===== config.mk =====
export PLATFORM = sky130hd
export DESIGN_NAME = text_message_deframer
export DESIGN_NICKNAME = d
export VERILOG_FILES = /design/src/rtl/tmd_pkg.sv /design/src/rtl/tmd_front.sv /design/src/rtl/tmd_queue.sv /design/src/rtl/tmd_back.sv /design/src/rtl/text_message_deframer.sv
export SDC_FILE = /design/constraint.sdc
export NUM_CORES = 1
export LEC_CHECK = 0
export BUFFER_PORTS_ARGS = -buffer_cell sky130_fd_sc_hd__buf_2
export CORE_UTILIZATION = 45
export DETAILED_ROUTE_END_ITERATION = 6
export SYNTH_ARGS = -nofsm -noshare
export SYNTH_HDL_FRONTEND = slang
export SYNTH_SLANG_ARGS = --single-unit

===== constraint.sdc =====
create_clock -name clock -period 12.59 [get_ports clock]
set_input_delay 3.1475 -clock clock [delete_from_list [all_inputs] [get_ports clock]]
set_output_delay 3.1475 -clock clock [all_outputs]
set_load 0.03 [all_outputs]

===== src/rtl/tmd_pkg.sv =====
`timescale 1ns / 1ps
// ----------------------------------------------------------------------------
// tmd_pkg
// Shared types and constants of the type-length-value stream deframer.
// ----------------------------------------------------------------------------
package tmd_pkg;

   localparam int TYPE_BYTES  = 4;
   localparam int LEN_DIGITS  = 4;
   localparam int HDR_BYTES   = TYPE_BYTES + LEN_DIGITS;
   localparam int HDR_CNT_W   = (HDR_BYTES > 2) ? $clog2(HDR_BYTES) : 1;

   localparam int BYTE_W      = 8;
   localparam int TYPE_W      = 32;
   localparam int LEN_W       = 16;
   localparam int DIGIT_W     = 4;

   // The queue depth is a power of two so that the pointers wrap on their own.
   localparam int QUEUE_DEPTH = 2;
   localparam int QPTR_W      = $clog2(QUEUE_DEPTH);
   localparam int QCNT_W      = $clog2(QUEUE_DEPTH + 1);

   localparam logic       FUNC_STREAM  = 1'b0;
   localparam logic       FUNC_FLUSH   = 1'b1;

   localparam logic [1:0] KIND_PAYLOAD = 2'd0;
   localparam logic [1:0] KIND_EMPTY   = 2'd1;
   localparam logic [1:0] KIND_ERROR   = 2'd2;

   typedef struct packed {
      logic              func;
      logic [BYTE_W-1:0] in_byte;
   } req_type;

   typedef struct packed {
      logic [1:0]        kind;
      logic [TYPE_W-1:0] msg_type;
      logic [LEN_W-1:0]  msg_length;
      logic [BYTE_W-1:0] out_byte;
      logic              last;
   } rsp_type;

   typedef struct packed {
      logic full;
      logic not_empty;
   } queue_status_type;

endpackage


===== src/rtl/tmd_front.sv =====
`timescale 1ns / 1ps
// ----------------------------------------------------------------------------
// tmd_front
// Header parser: collects type bytes, decodes the hex length field and tags
// payload bytes, pushing each result into the queue.
// ----------------------------------------------------------------------------
module tmd_front (
   input  logic                      clock,
   input  logic                      reset,
   input  logic                      req_valid,
   output logic                      req_ready,
   input  tmd_pkg::req_type          req_data,
   input  tmd_pkg::queue_status_type queue_status,
   output logic                      push,
   output tmd_pkg::rsp_type          push_data
);

   localparam logic PHASE_HEADER  = 1'b0;
   localparam logic PHASE_PAYLOAD = 1'b1;

   logic                            phase_ff, phase_in;
   logic [tmd_pkg::HDR_CNT_W-1:0]   count_ff, count_in;
   logic [tmd_pkg::TYPE_W-1:0]      type_ff, type_in;
   logic [tmd_pkg::LEN_W-1:0]       accum_ff, accum_in;
   logic [tmd_pkg::LEN_W-1:0]       remaining_ff, remaining_in;
   logic                            digit_ff, digit_in;
   logic                            trail_ff, trail_in;
   logic                            bad_ff, bad_in;

   logic                            fire;
   logic                            clear;
   logic                            fin;
   logic [tmd_pkg::BYTE_W-1:0]      c;
   logic                            is_space;
   logic                            is_dec;
   logic                            is_alpha;
   logic                            hex_valid;
   logic [tmd_pkg::DIGIT_W-1:0]     hex_val;
   logic                            in_type_field;

   assign req_ready = !queue_status.full;
   assign fire      = req_valid && req_ready;
   assign c         = req_data.in_byte;

   assign is_space  = (c == 8'h20) || (c >= 8'h09 && c <= 8'h0D);
   assign is_dec    = (c >= 8'h30) && (c <= 8'h39);
   assign is_alpha  = ((c >= 8'h41) && (c <= 8'h46)) || ((c >= 8'h61) && (c <= 8'h66));
   assign hex_valid = is_dec || is_alpha;
   assign hex_val   = is_dec ? c[3:0] : 4'(c[3:0] + 4'd9);
   assign fin       = (remaining_ff <= tmd_pkg::LEN_W'(1));

   assign in_type_field = ({1'b0, count_ff} < (tmd_pkg::HDR_CNT_W + 1)'(tmd_pkg::TYPE_BYTES));

   always_comb begin
      phase_in     = phase_ff;
      count_in     = count_ff;
      type_in      = type_ff;
      accum_in     = accum_ff;
      remaining_in = remaining_ff;
      digit_in     = digit_ff;
      trail_in     = trail_ff;
      bad_in       = bad_ff;
      clear        = 1'b0;
      push         = 1'b0;
      push_data    = '0;

      if (fire) begin
         if (req_data.func == tmd_pkg::FUNC_FLUSH) begin
            clear = 1'b1;
         end else if (phase_ff == PHASE_PAYLOAD) begin
            push                 = 1'b1;
            push_data.kind       = tmd_pkg::KIND_PAYLOAD;
            push_data.msg_type   = type_ff;
            push_data.msg_length = accum_ff;
            push_data.out_byte   = c;
            push_data.last       = fin;
            remaining_in         = remaining_ff - tmd_pkg::LEN_W'(1);
            clear                = fin;
         end else begin
            if (in_type_field) begin
               type_in = {type_ff[tmd_pkg::TYPE_W-tmd_pkg::BYTE_W-1:0], c};
            end else if (is_space) begin
               if (digit_ff) begin
                  trail_in = 1'b1;
               end
            end else if (hex_valid) begin
               if (trail_ff) begin
                  bad_in = 1'b1;
               end else begin
                  if (accum_ff > 16'h0FFF) begin
                     bad_in = 1'b1;
                  end
                  accum_in = {accum_ff[tmd_pkg::LEN_W-tmd_pkg::DIGIT_W-1:0], hex_val};
                  digit_in = 1'b1;
               end
            end else begin
               bad_in = 1'b1;
            end
            count_in = count_ff + tmd_pkg::HDR_CNT_W'(1);

            if (count_ff == tmd_pkg::HDR_CNT_W'(tmd_pkg::HDR_BYTES - 1)) begin
               if (bad_in || !digit_in) begin
                  push               = 1'b1;
                  push_data.kind     = tmd_pkg::KIND_ERROR;
                  push_data.msg_type = type_in;
                  push_data.last     = 1'b1;
                  clear              = 1'b1;
               end else if (accum_in == '0) begin
                  push               = 1'b1;
                  push_data.kind     = tmd_pkg::KIND_EMPTY;
                  push_data.msg_type = type_in;
                  push_data.last     = 1'b1;
                  clear              = 1'b1;
               end else begin
                  phase_in     = PHASE_PAYLOAD;
                  remaining_in = accum_in;
                  count_in     = '0;
               end
            end
         end
      end

      if (clear) begin
         phase_in     = PHASE_HEADER;
         count_in     = '0;
         type_in      = '0;
         accum_in     = '0;
         remaining_in = '0;
         digit_in     = 1'b0;
         trail_in     = 1'b0;
         bad_in       = 1'b0;
      end
   end

   always_ff @(posedge clock) begin
      if (reset) begin
         phase_ff     <= PHASE_HEADER;
         count_ff     <= '0;
         type_ff      <= '0;
         accum_ff     <= '0;
         remaining_ff <= '0;
         digit_ff     <= 1'b0;
         trail_ff     <= 1'b0;
         bad_ff       <= 1'b0;
      end else begin
         phase_ff     <= phase_in;
         count_ff     <= count_in;
         type_ff      <= type_in;
         accum_ff     <= accum_in;
         remaining_ff <= remaining_in;
         digit_ff     <= digit_in;
         trail_ff     <= trail_in;
         bad_ff       <= bad_in;
      end
   end

endmodule


===== src/rtl/tmd_queue.sv =====
`timescale 1ns / 1ps
// ----------------------------------------------------------------------------
// tmd_queue
// Two-entry result queue between the header parser and the output stage.
// ----------------------------------------------------------------------------
module tmd_queue (
   input  logic                      clock,
   input  logic                      reset,
   input  logic                      push,
   input  tmd_pkg::rsp_type          push_data,
   input  logic                      pop,
   output tmd_pkg::rsp_type          head_data,
   output tmd_pkg::queue_status_type queue_status
);

   tmd_pkg::rsp_type             entry_ff [tmd_pkg::QUEUE_DEPTH];
   logic [tmd_pkg::QPTR_W-1:0]   wr_ptr_ff, wr_ptr_in;
   logic [tmd_pkg::QPTR_W-1:0]   rd_ptr_ff, rd_ptr_in;
   logic [tmd_pkg::QCNT_W-1:0]   count_ff, count_in;

   assign queue_status.full      = (count_ff == tmd_pkg::QCNT_W'(tmd_pkg::QUEUE_DEPTH));
   assign queue_status.not_empty = (count_ff != '0);
   assign head_data              = entry_ff[rd_ptr_ff];

   always_comb begin
      wr_ptr_in = push ? wr_ptr_ff + tmd_pkg::QPTR_W'(1) : wr_ptr_ff;
      rd_ptr_in = pop  ? rd_ptr_ff + tmd_pkg::QPTR_W'(1) : rd_ptr_ff;
      count_in  = count_ff + tmd_pkg::QCNT_W'(push) - tmd_pkg::QCNT_W'(pop);
   end

   always_ff @(posedge clock) begin
      if (push) begin
         entry_ff[wr_ptr_ff] <= push_data;
      end
   end

   always_ff @(posedge clock) begin
      if (reset) begin
         wr_ptr_ff <= '0;
         rd_ptr_ff <= '0;
         count_ff  <= '0;
      end else begin
         wr_ptr_ff <= wr_ptr_in;
         rd_ptr_ff <= rd_ptr_in;
         count_ff  <= count_in;
      end
   end

endmodule


===== src/rtl/tmd_back.sv =====
`timescale 1ns / 1ps
// ----------------------------------------------------------------------------
// tmd_back
// Output stage: pulls results from the queue into the response register.
// ----------------------------------------------------------------------------
module tmd_back (
   input  logic                      clock,
   input  logic                      reset,
   input  tmd_pkg::queue_status_type queue_status,
   input  tmd_pkg::rsp_type          head_data,
   output logic                      pop,
   output logic                      rsp_valid,
   input  logic                      rsp_ready,
   output tmd_pkg::rsp_type          rsp_data
);

   logic             valid_ff, valid_in;
   tmd_pkg::rsp_type data_ff, data_in;
   logic             load;

   assign load      = !valid_ff || rsp_ready;
   assign pop       = queue_status.not_empty && load;
   assign rsp_valid = valid_ff;
   assign rsp_data  = data_ff;

   always_comb begin
      data_in = pop ? head_data : data_ff;
      if (pop) begin
         valid_in = 1'b1;
      end else if (rsp_ready) begin
         valid_in = 1'b0;
      end else begin
         valid_in = valid_ff;
      end
   end

   always_ff @(posedge clock) begin
      data_ff <= data_in;
      if (reset) begin
         valid_ff <= 1'b0;
      end else begin
         valid_ff <= valid_in;
      end
   end

endmodule


===== src/rtl/text_message_deframer.sv =====
`timescale 1ns / 1ps
// ----------------------------------------------------------------------------
// text_message_deframer
// Type-length-value deframer for a byte stream with a hex-text length field.
// ----------------------------------------------------------------------------
// One byte is taken per cycle, and each transfer's result, if any, is written
// into the queue and then into the response register. A two-entry result queue
// and the response register let the parser keep taking bytes while a result
// waits; the input stalls only when the queue is full, so throughput is one
// byte per cycle whenever the result side takes its transfers.
module text_message_deframer (
   input  logic             clock,
   input  logic             reset,
   input  logic             req_valid,
   output logic             req_ready,
   input  tmd_pkg::req_type req_data,
   output logic             rsp_valid,
   input  logic             rsp_ready,
   output tmd_pkg::rsp_type rsp_data
);

   tmd_pkg::queue_status_type queue_status;
   tmd_pkg::rsp_type          push_data;
   tmd_pkg::rsp_type          head_data;
   logic                      push;
   logic                      pop;

   tmd_front u_front (
      .clock        (clock),
      .reset        (reset),
      .req_valid    (req_valid),
      .req_ready    (req_ready),
      .req_data     (req_data),
      .queue_status (queue_status),
      .push         (push),
      .push_data    (push_data)
   );

   tmd_queue u_queue (
      .clock        (clock),
      .reset        (reset),
      .push         (push),
      .push_data    (push_data),
      .pop          (pop),
      .head_data    (head_data),
      .queue_status (queue_status)
   );

   tmd_back u_back (
      .clock        (clock),
      .reset        (reset),
      .queue_status (queue_status),
      .head_data    (head_data),
      .pop          (pop),
      .rsp_valid    (rsp_valid),
      .rsp_ready    (rsp_ready),
      .rsp_data     (rsp_data)
   );

   a_no_push_full: assert property (@(posedge clock) disable iff (reset)
      !(push && queue_status.full))
      else $error("Result pushed into a full queue.");

   a_flush_silent: assert property (@(posedge clock) disable iff (reset)
      (req_valid && req_ready && req_data.func == tmd_pkg::FUNC_FLUSH) |-> !push)
      else $error("Flush transfer produced a result.");

   a_pop_needs_data: assert property (@(posedge clock) disable iff (reset)
      pop |-> queue_status.not_empty)
      else $error("Output stage popped an empty queue.");

   a_reset_idle: assert property (@(posedge clock)
      reset |=> !rsp_valid)
      else $error("Response valid right after reset.");

endmodule


Yosys cells after proc, flatten, opt, wreduce, memory -nomap -nowiden
Memories as Yosys holds them, arrays and structs flattened. A register that Yosys moved wholly into a read port is not among the register bits.
Index checks and enable logic that the tools add are counted.

word-level totals
  register bits after elaboration = 76
  RAM bits = 118
  word-level logic and storage cells = 117
  memories kept = 1

memories
  name              words  width  read ports  clocked after memory_dff  write ports  line             source
  u_queue.entry_ff  2      59     1           1                         1            tmd_queue.sv:16  tmd_pkg::rsp_type entry_ff [tmd_pkg::QUEUE_DEPTH];

cells by class
  add/subtract/negate cells = 7
  order comparisons = 11
  eq/ne operators = 5
  multiplexer cells = 55
  bitwise operators = 3
  reduce and logical (&&, ||, !) cells = 23

operators with widths
  kind                                                                                 number
  16-bit 2-to-1 mux                                                                    11
  59-bit 2-to-1 mux                                                                    2
  34-bit 2-to-1 mux                                                                    3
  33-bit 2-to-1 mux                                                                    1
  1-bit 2-to-1 mux                                                                     32
  32-bit 2-to-1 mux                                                                    1
  24-bit 2-to-1 mux                                                                    1
  8-bit by 7-bit greater-or-equal comparator with 1-bit output, second input constant  2
  16-bit by 12-bit > comparator with 1-bit output, second input constant               1
  16-bit by 1-bit <= comparator with 1-bit output, second input constant               1
  8-bit by 7-bit <= comparator with 1-bit output, second input constant                2
  16-bit logical NOT                                                                   1
  16-bit by 1-bit subtractor with 16-bit output, second input constant                 1
  3-bit 2-to-1 mux                                                                     3
  8-bit by 6-bit == test with 1-bit output, second input constant                      1
  8-bit by 4-bit greater-or-equal comparator with 1-bit output, second input constant  1
  8-bit by 6-bit greater-or-equal comparator with 1-bit output, second input constant  1
  8-bit by 4-bit <= comparator with 1-bit output, second input constant                1
  8-bit by 6-bit <= comparator with 1-bit output, second input constant                1
  1-bit logical AND                                                                    6
  6-bit AND reduction                                                                  1
  2-bit nonzero test                                                                   3
  1-bit logical OR                                                                     5
  5-bit AND reduction                                                                  1
  other kinds (15)                                                                     21

Logic depth before layout (Yosys ltp)
Gate-level depths: netlist of the first run.

  depth after elaboration = 19
  depth in mapped cells = 14

Hierarchy
A second synthesis of the first run with hierarchy kept.

unflattened totals
  cells, all modules = 796
  area, all modules = 10,505.1 µm²

by module, submodules not included
  module     times used  cells an instance  area an instance (µm²)  sequential area each (µm²)
  tmd_queue  1           205                4,521.8                 3,643.5
  tmd_front  1           527                4,156.5                 1,421.4
  tmd_back   1           64                 1,826.8                 1,791.7

Worst setup path after synthesis of the first run
No wires, ideal clock.

  path type = input-to-reg
  start = input port req_data[0] (netlist bit)
  end = memory u_queue.entry_ff[0][0] (netlist bit), enable pin
  setup time = 483 ps
  data arrival time = 7,740 ps
  slack = 4,367 ps
  stages = 11
  path buffers = 1
  path through = inv_1 > ha_1 > or3b_1 > nand3_1 > a221o_1 > o211ai_2 > buf_6 > mux2i_4 > and2_4 > o21ai_1 > nor2b_1

on the way
  longest elaborated chain between the ends = 19
  elaborated cells on any way between the ends = 48
  classes of those cells = add/sub (1); order compare (8); eq/ne (1); mux (28); reduce/logical (10)

ends and longest elaborated chain
  element                                                                               line                                source
  start, declared                                                                       text_message_deframer.sv:16         input tmd_pkg::req_type req_data,
  8-bit by 6-bit greater-or-equal comparator with 1-bit output (tied with other cells)  tmd_front.sv:46                     assign is_dec = (c >= 8'h30) && (c <= 8'h39);
  1-bit logical AND, on equally long branches                                           tmd_front.sv:46, tmd_front.sv:47
  4-bit 2-to-1 mux / 1-bit logical OR (equally long branches)                           tmd_front.sv:49, tmd_front.sv:47
  16-bit 2-to-1 mux / 1-bit logical OR (equally long branches)                          tmd_front.sv:87, tmd_front.sv:48
  16-bit 2-to-1 mux / 1-bit 2-to-1 mux (equally long branches)                          tmd_front.sv:86                     end else if (hex_valid) begin
  16-bit 2-to-1 mux / 1-bit 2-to-1 mux (equally long branches)                          tmd_front.sv:82                     end else if (is_space) begin
  16-bit 2-to-1 mux / 1-bit 2-to-1 mux (equally long branches)                          tmd_front.sv:80                     if (in_type_field) begin
  16-bit 2-to-1 mux / 1-bit 2-to-1 mux (equally long branches)                          tmd_front.sv:70                     end else if (phase_ff == PHASE_PAYLOAD) begin
  [3 not listed]                                                                        -
  1-bit 2-to-1 mux / 1-bit logical OR (equally long branches)                           tmd_front.sv:108, tmd_front.sv:102
  1-bit 2-to-1 mux *                                                                    tmd_front.sv:102                    if (bad_in || !digit_in) begin
  1-bit 2-to-1 mux *                                                                    tmd_front.sv:101                    if (count_ff == tmd_pkg::HDR_CNT_W'(tmd_pkg::HDR_BYTES - 1)) begin
  1-bit 2-to-1 mux *                                                                    tmd_front.sv:70
  1-bit 2-to-1 mux *                                                                    tmd_front.sv:68                     if (req_data.func == tmd_pkg::FUNC_FLUSH) begin
  1-bit 2-to-1 mux *                                                                    tmd_front.sv:67                     if (fire) begin
  1-bit 2-to-1 mux *                                                                    tmd_queue.sv:32                     if (push) begin
  1-bit 2-to-1 mux (implied by the code) *                                              tmd_queue.sv:33                     entry_ff[wr_ptr_ff] <= push_data;
  end, declared                                                                         tmd_queue.sv:16

Every way passes the cells marked *; elsewhere a longest branch is shown, timed or not. The select of a mux whose other input is x is not followed.

Worst setup path in the final report of the first run
  start = input port req_data[0] (netlist bit)
  end = memory u_queue.entry_ff[0][16] (netlist bit), enable pin

Same word-level chain as after synthesis.

==> run metrics, run 1 <==
grt ovf=0; kind of critical path=in2reg; CTS max path bufs=3; most frequent cells in the layout=edfxtp_1 (177), nand2_1 (115), dfxtp_1 (75); Hold Vio Cnt, Final=0; n_diodes=0; Yosys cell types=64; largest net degree at the start of global routing=62; commonest non-fill, non-tap cell in the layout=edfxtp_1; CP endpoint kind=flip-flop; post-route ant nets=0; HP Class=reg2reg; Synthesized Nets=855; internal power=0.00158 W; drt first pass iters=5; RSZ-0062 raised after global routing=false; global-route wire length before repair=33900 µm; DR WL/cell=17.2 µm; Syn. warnings=0; Synth Flop Type=edfxtp_1; TritonCTS Buffers=26; fillers=1998; Area growth syn-to-layout=13.4%; die height=155 µm; root buffer cell=clkbuf_16; hold_ws=0.454 ns; Core ar.=22800 µm²; post_cts resized=0; final worst-path setup slack=5.83 ns; Rows=55; syn_area_per_cell=12.7 µm²; combinational group share of total power=20.7%; total number of vias=6556; initial antenna violation count=0; Post-synth EDFFs=177; Final Max Tran Viols=0; Setup TNS=0 ns; Clk Latency, worst-skew pair=0.53 ns; max_cap viols=0; Hold Path Origin=u_front.type_ff[24]$_SDFFE_PP0P_; slew margin rel.=22.4%; Reg2Reg Setup Slack=8.70 ns; number of global-route vias before repair=6142; DRC=0; CTS Hold Buffers Added=0; Power, Total=0.00224 W; minimum clock period=6.76 ns; Seq cells post-synth=253; IO buf count=73; CTS tree=done; I/O pin count=74; Worst EP required=12.74 ns; sw power=0.000661 W; period utilization=53.7%; Worst Reg-to-Reg Cells=9; Worst R2R Start=u_front.trail_ff$_SDFFE_PP0P_; placed cell count=1176; maximum VDD drop=0.189 mV; Clock Sinks=253; worst-case hold path end point=u_front.type_ff[24]$_SDFFE_PP0P_; Hold Path Stages=2; Max FO, Critical Path=59; r2r endpoint=u_queue.entry_ff[0][16]$_DFFE_PP_; Power Dens Cells=187 nW/µm²; Clock Power Share=32.9%; pre-CTS setup slack=5.26 ns; crit path DAT=6.91 ns; Setup crit start kind=input pin; sw frac=29.5%; Seq/Total Area, Yosys=64.6%; FFs w/ async S/R, synth=0%; sequential share of power=46.4%; die footprint=24100 µm²; Starting Density=46.3%; final std cells w/o fill=1224; leakage power=4.26 nW; Final nets=915; GRT Util Overall=17.8%; Syn Inst Count=831; clk_skew=0.0113 ns; worst-margin pin slew=1.16 ns; total wire length=21100 µm; hpwl dp=12500 µm; Reg clk slew, reported paths=0.06 ns; initial DRC count=441; Final GP Congestion=0.831; outcome=completed; share of post-route cells with drive strength above 1=22.7%; DIE WIDTH=155 µm; Setup violations, final=0; f_max=148 MHz; setup bufs post-CTS=0; vias per std cell=5.36; synthesized area=10600 µm²; H-tree depth=1
[through the flow]
step / utilization [%] / cell area [µm²]
finish: 52.5 / 12000
global route: 52.5 / 12000
CTS: 52.5 / 12000
detailed placement: 48.9 / 11200
global placement: 48.9 / 11200
floorplan: - / 10600
[final cells by class]
class                      count  area, µm²  share of cell area [%]
clock inverter                18        153                    1.27
timing repair buffer          83        440                    3.67
tap                          313        392                    3.27
multi-input combinational    515       3450                    28.7
inverter                      12       45.0                   0.376
clock buffer                  30        676                    5.64
sequential                   253       6840                    57.0
[kinds of logic after synthesis]
| family | share of synthesized area, % |
|---|---|
| simple gates | 12.3 |
| flops | 64.6 |
| compound gates | 9.71 |
| mux | 8.64 |
| buf+inv | 2.98 |
| fa+ha+maj | 1.30 |
| xor+xnor | 0.414 |
[worst max path at each step]
stage                     start                           endpoint  cells past startpoint
floorplan           req_data[0]   u_queue.entry_ff[0][0]$_DFFE_PP_                     11
global placement    req_data[0]  u_queue.entry_ff[0][24]$_DFFE_PP_                     12
detailed placement  req_data[0]  u_queue.entry_ff[0][22]$_DFFE_PP_                     12
CTS                 req_data[0]  u_queue.entry_ff[0][22]$_DFFE_PP_                     12
global route        req_data[0]  u_queue.entry_ff[0][22]$_DFFE_PP_                     12
finish              req_data[0]  u_queue.entry_ff[0][16]$_DFFE_PP_                     12
[routing by layer]
metal  share of wire (%)  up-vias  track usage (%)
met1                  51     3181             27.5
met3                 4.6       21             2.53
met2                  43      151             26.4
met4                 1.1        0             3.59
li1                    -     3203                -
met5                   0        -                0
[worst max-delay path, stage by stage]
cell and delay [ns]:
buf_2 0.14, inv_1 0.18, ha_1 0.27, or3b_1 0.39
nand4_1 0.14, a21oi_4 0.08, o211ai_2 0.92, mux2i_4 0.22
and2_4 0.25, o21ai_1 0.26, nor2b_4 0.19, buf_4 0.61
[Yosys cell counts (3+ instances only)]
cell	instances	share of area, %
inv_1	11	0.39
a41oi_1	3	0.25
nand3_1	18	0.85
a21oi_1	59	2.8
dfxtp_1	76	14
buf_1	6	0.21
a2bb2oi_1	4	0.33
nand2_1	115	4.1
xnor2_1	4	0.33
a21o_1	4	0.28
buf_4	5	0.35
and3_1	23	1.4
buf_6	6	0.64
nor4_1	10	0.59
a31oi_1	11	0.65
ha_1	11	1.3
nor3_1	17	0.80
a22o_1	32	2.6
nor2_1	40	1.4
edfxtp_1	177	50
nor3b_1	5	0.35
nor2b_1	5	0.30
clkbuf_1	22	0.78
buf_2	12	0.57
mux2i_1	17	1.6
nand2b_1	3	0.18
o21ai_0	13	0.62
or3_1	16	0.95
mux2_2	63	6.7
[state kept, by name, summed over array words and instances, names as in the netlist, 2 cells and up]
signal	flops
u_back.rsp_data	59
u_front.accum_ff	16
u_front.count_ff	3
u_front.remaining_ff	16
u_front.type_ff	32
u_queue.count_ff	2
u_queue.entry_ff	118
[power by group through the flow]
stage | clock [W] | combinational [W] | sequential (W)
2_1_floorplan | 0 | 0.000170 | 0.00123
3_3_place_gp | 0 | 0.000471 | 0.00106
3_5_place_dp | 0 | 0.000472 | 0.00106
4_1_cts | 0.000753 | 0.000475 | 0.00104
5_1_grt | 0.000783 | 0.000495 | 0.00105
6_report | 0.000737 | 0.000463 | 0.00104
Note: power is estimated with default switching activity, not from simulation.
==> run 2: changes to the inputs <==
==> constraint.sdc (replaced) <==
create_clock -name clock -period 5.75 [get_ports clock]
set_input_delay 1.4375 -clock clock [delete_from_list [all_inputs] [get_ports clock]]
set_output_delay 1.4375 -clock clock [all_outputs]
set_load 0.03 [all_outputs]
==> run metrics, run 2 (same netlist as run 1, synthesis figures left out) <==
DIE WIDTH=155 µm (unchanged); Worst R2R Start=u_front.accum_ff[7]$_SDFFE_PP0P_ (was u_front.trail_ff$_SDFFE_PP0P_); post_cts resized=0 (unchanged); Area growth syn-to-layout=13.9% (was 13.4%); max_cap viols=0 (unchanged); Reg clk slew, reported paths=0.06 ns (about the same); CTS Hold Buffers Added=0 (unchanged); vias per std cell=5.33 (was 5.36); max reg flops=118 (unchanged); outcome=completed (unchanged); clk_skew=0.0122 ns (was 0.0113 ns); H-tree depth=1 (unchanged); Setup TNS=0 ns (unchanged); minimum clock period=4.28 ns; Multi-input gate area=3450 µm² (unchanged); HP Class=reg2reg (unchanged); Rows=55 (unchanged); drt first pass iters=5 (unchanged); Worst EP required=5.93 ns (was 12.74 ns); commonest non-fill, non-tap cell in the layout=edfxtp_1 (unchanged); DRC=0 (unchanged); most frequent cells in the layout=edfxtp_1 (177), nand2_1 (115), dfxtp_1 (74) (was edfxtp_1 (177), nand2_1 (115), dfxtp_1 (75)); Final GP Congestion=0.809 (was 0.831); die height=155 µm (unchanged); Setup crit start kind=input pin (unchanged); Final Max Tran Viols=0 (unchanged); Clock Sinks=253 (unchanged); most flop-heavy register=u_queue.entry_ff (unchanged); Power, Total=0.00491 W (was 0.00224 W); Final Cell Area=12000 µm² (about the same); crit path DAT=4.46 ns (was 6.91 ns); setup bufs post-CTS=0 (unchanged); final worst-path setup slack=1.47 ns (was 5.83 ns); fillers=2025 (was 1998); global-route wire length before repair=33700 µm (was 33900 µm); slew margin rel.=22.1% (was 22.4%); hpwl dp=12500 µm (about the same); n_diodes=0 (unchanged); post-route ant nets=0 (unchanged); CTS tree=done (unchanged); hold_ws=0.456 ns (was 0.454 ns); grt ovf=0 (unchanged); register area=6840 µm² (about the same); kind of critical path=in2reg (unchanged); Clk Latency, worst-skew pair=0.52 ns (was 0.53 ns); pre-CTS setup slack=0.927 ns (was 5.26 ns); initial antenna violation count=0 (unchanged); Max FO, Critical Path=55 (was 59); CTS max path bufs=3 (unchanged); leakage power=4.27 nW (was 4.26 nW); period utilization=74.4%; RSZ-0062 raised after global routing=false (unchanged); Starting Density=46.3% (unchanged); worst-margin pin slew=1.17 ns (was 1.16 ns); IO buf count=73 (unchanged); number of global-route vias before repair=6200 (was 6142); maximum VDD drop=0.316 mV (was 0.189 mV); total wire length=21200 µm (was 21100 µm); initial DRC count=403 (was 441); Setup violations, final=0 (unchanged); DR WL/cell=17.3 µm (was 17.2 µm); Hold Vio Cnt, Final=0 (unchanged); Core ar.=22800 µm² (unchanged); I/O pin count=74 (unchanged); Post-DP Area=11200 µm² (about the same); die footprint=24100 µm² (unchanged); Final nets=916 (was 915); largest net degree at the start of global routing=61 (was 62); GRT Util Overall=17.7% (was 17.8%); total number of vias=6528 (was 6556); root buffer cell=clkbuf_16 (unchanged); Power Dens Cells=408 nW/µm² (was 187 nW/µm²); Hold Path Origin=u_front.type_ff[27]$_SDFFE_PP0P_ (was u_front.type_ff[24]$_SDFFE_PP0P_); share of post-route cells with drive strength above 1=22.7% (about the same); crit path from=req_data[0] (unchanged); f_max=234 MHz; CP endpoint kind=flip-flop (unchanged); TritonCTS Buffers=26 (unchanged)
[run 2: changes by cell type in the layout (fill, tap and decap cells not counted), sizes merged]
cell      delta
clkinv       -7
clkbuf       +8
buf          +1
clkinvlp     -1
[run 2: report_power, final]
group          switching [W]  internal, W
combinational       0.000709     0.000300
clock               0.000668     0.000967
sequential         0.0000499      0.00222
total                0.00143      0.00349
[run 2: through the flow]
stage,utilization (%),cells
global placement,49.1,1177
detailed placement,49.1,1177
CTS,52.7,1225
floorplan,-,831
global route,52.7,1225
finish,52.7,1225
[run 2: final cells by class]
class                           count  area share, %
Clock buffer                       38           6.02
Clock inverter                     10          0.955
Inverter                           12          0.374
Multi-Input combinational cell    515           28.6
Sequential cell                   253           56.8
Tap cell                          313           3.25
Timing Repair Buffer               84           4.03
[run 2: critical path, cell delays in order]
cell      delay [ns]
buf_2           0.14
inv_1           0.20
ha_1            0.29
o21bai_1        0.10
a21o_1          0.27
mux2i_1         0.14
nor4_1          0.48
mux2i_4         0.19
and2_4          0.23
o21ai_1         0.29
and2_2          0.33
buf_12          0.34
[run 2: per-layer routing]
metal | share of wire, % | global-route usage (%)
met5 | 0 | 0
met4 | 1.4 | 3.92
met3 | 3.5 | 2.51
met2 | 45 | 27.4
met1 | 50 | 26.3
[run 2: worst paths after layout]
| check | to | slack, ns | cells after the start |
|---|---|---|---|
| worst max-delay path | u_queue.entry_ff[1][2]$_DFFE_PP_ | 1.47 | 12 |
| worst min-delay path | u_front.type_ff[27]$_SDFFE_PP0P_ | 0.46 | 2 |
| worst max register to register | u_queue.entry_ff[1][2]$_DFFE_PP_ | 2.63 | 8 |
| worst min register to register | u_front.type_ff[27]$_SDFFE_PP0P_ | 0.46 | 2 |
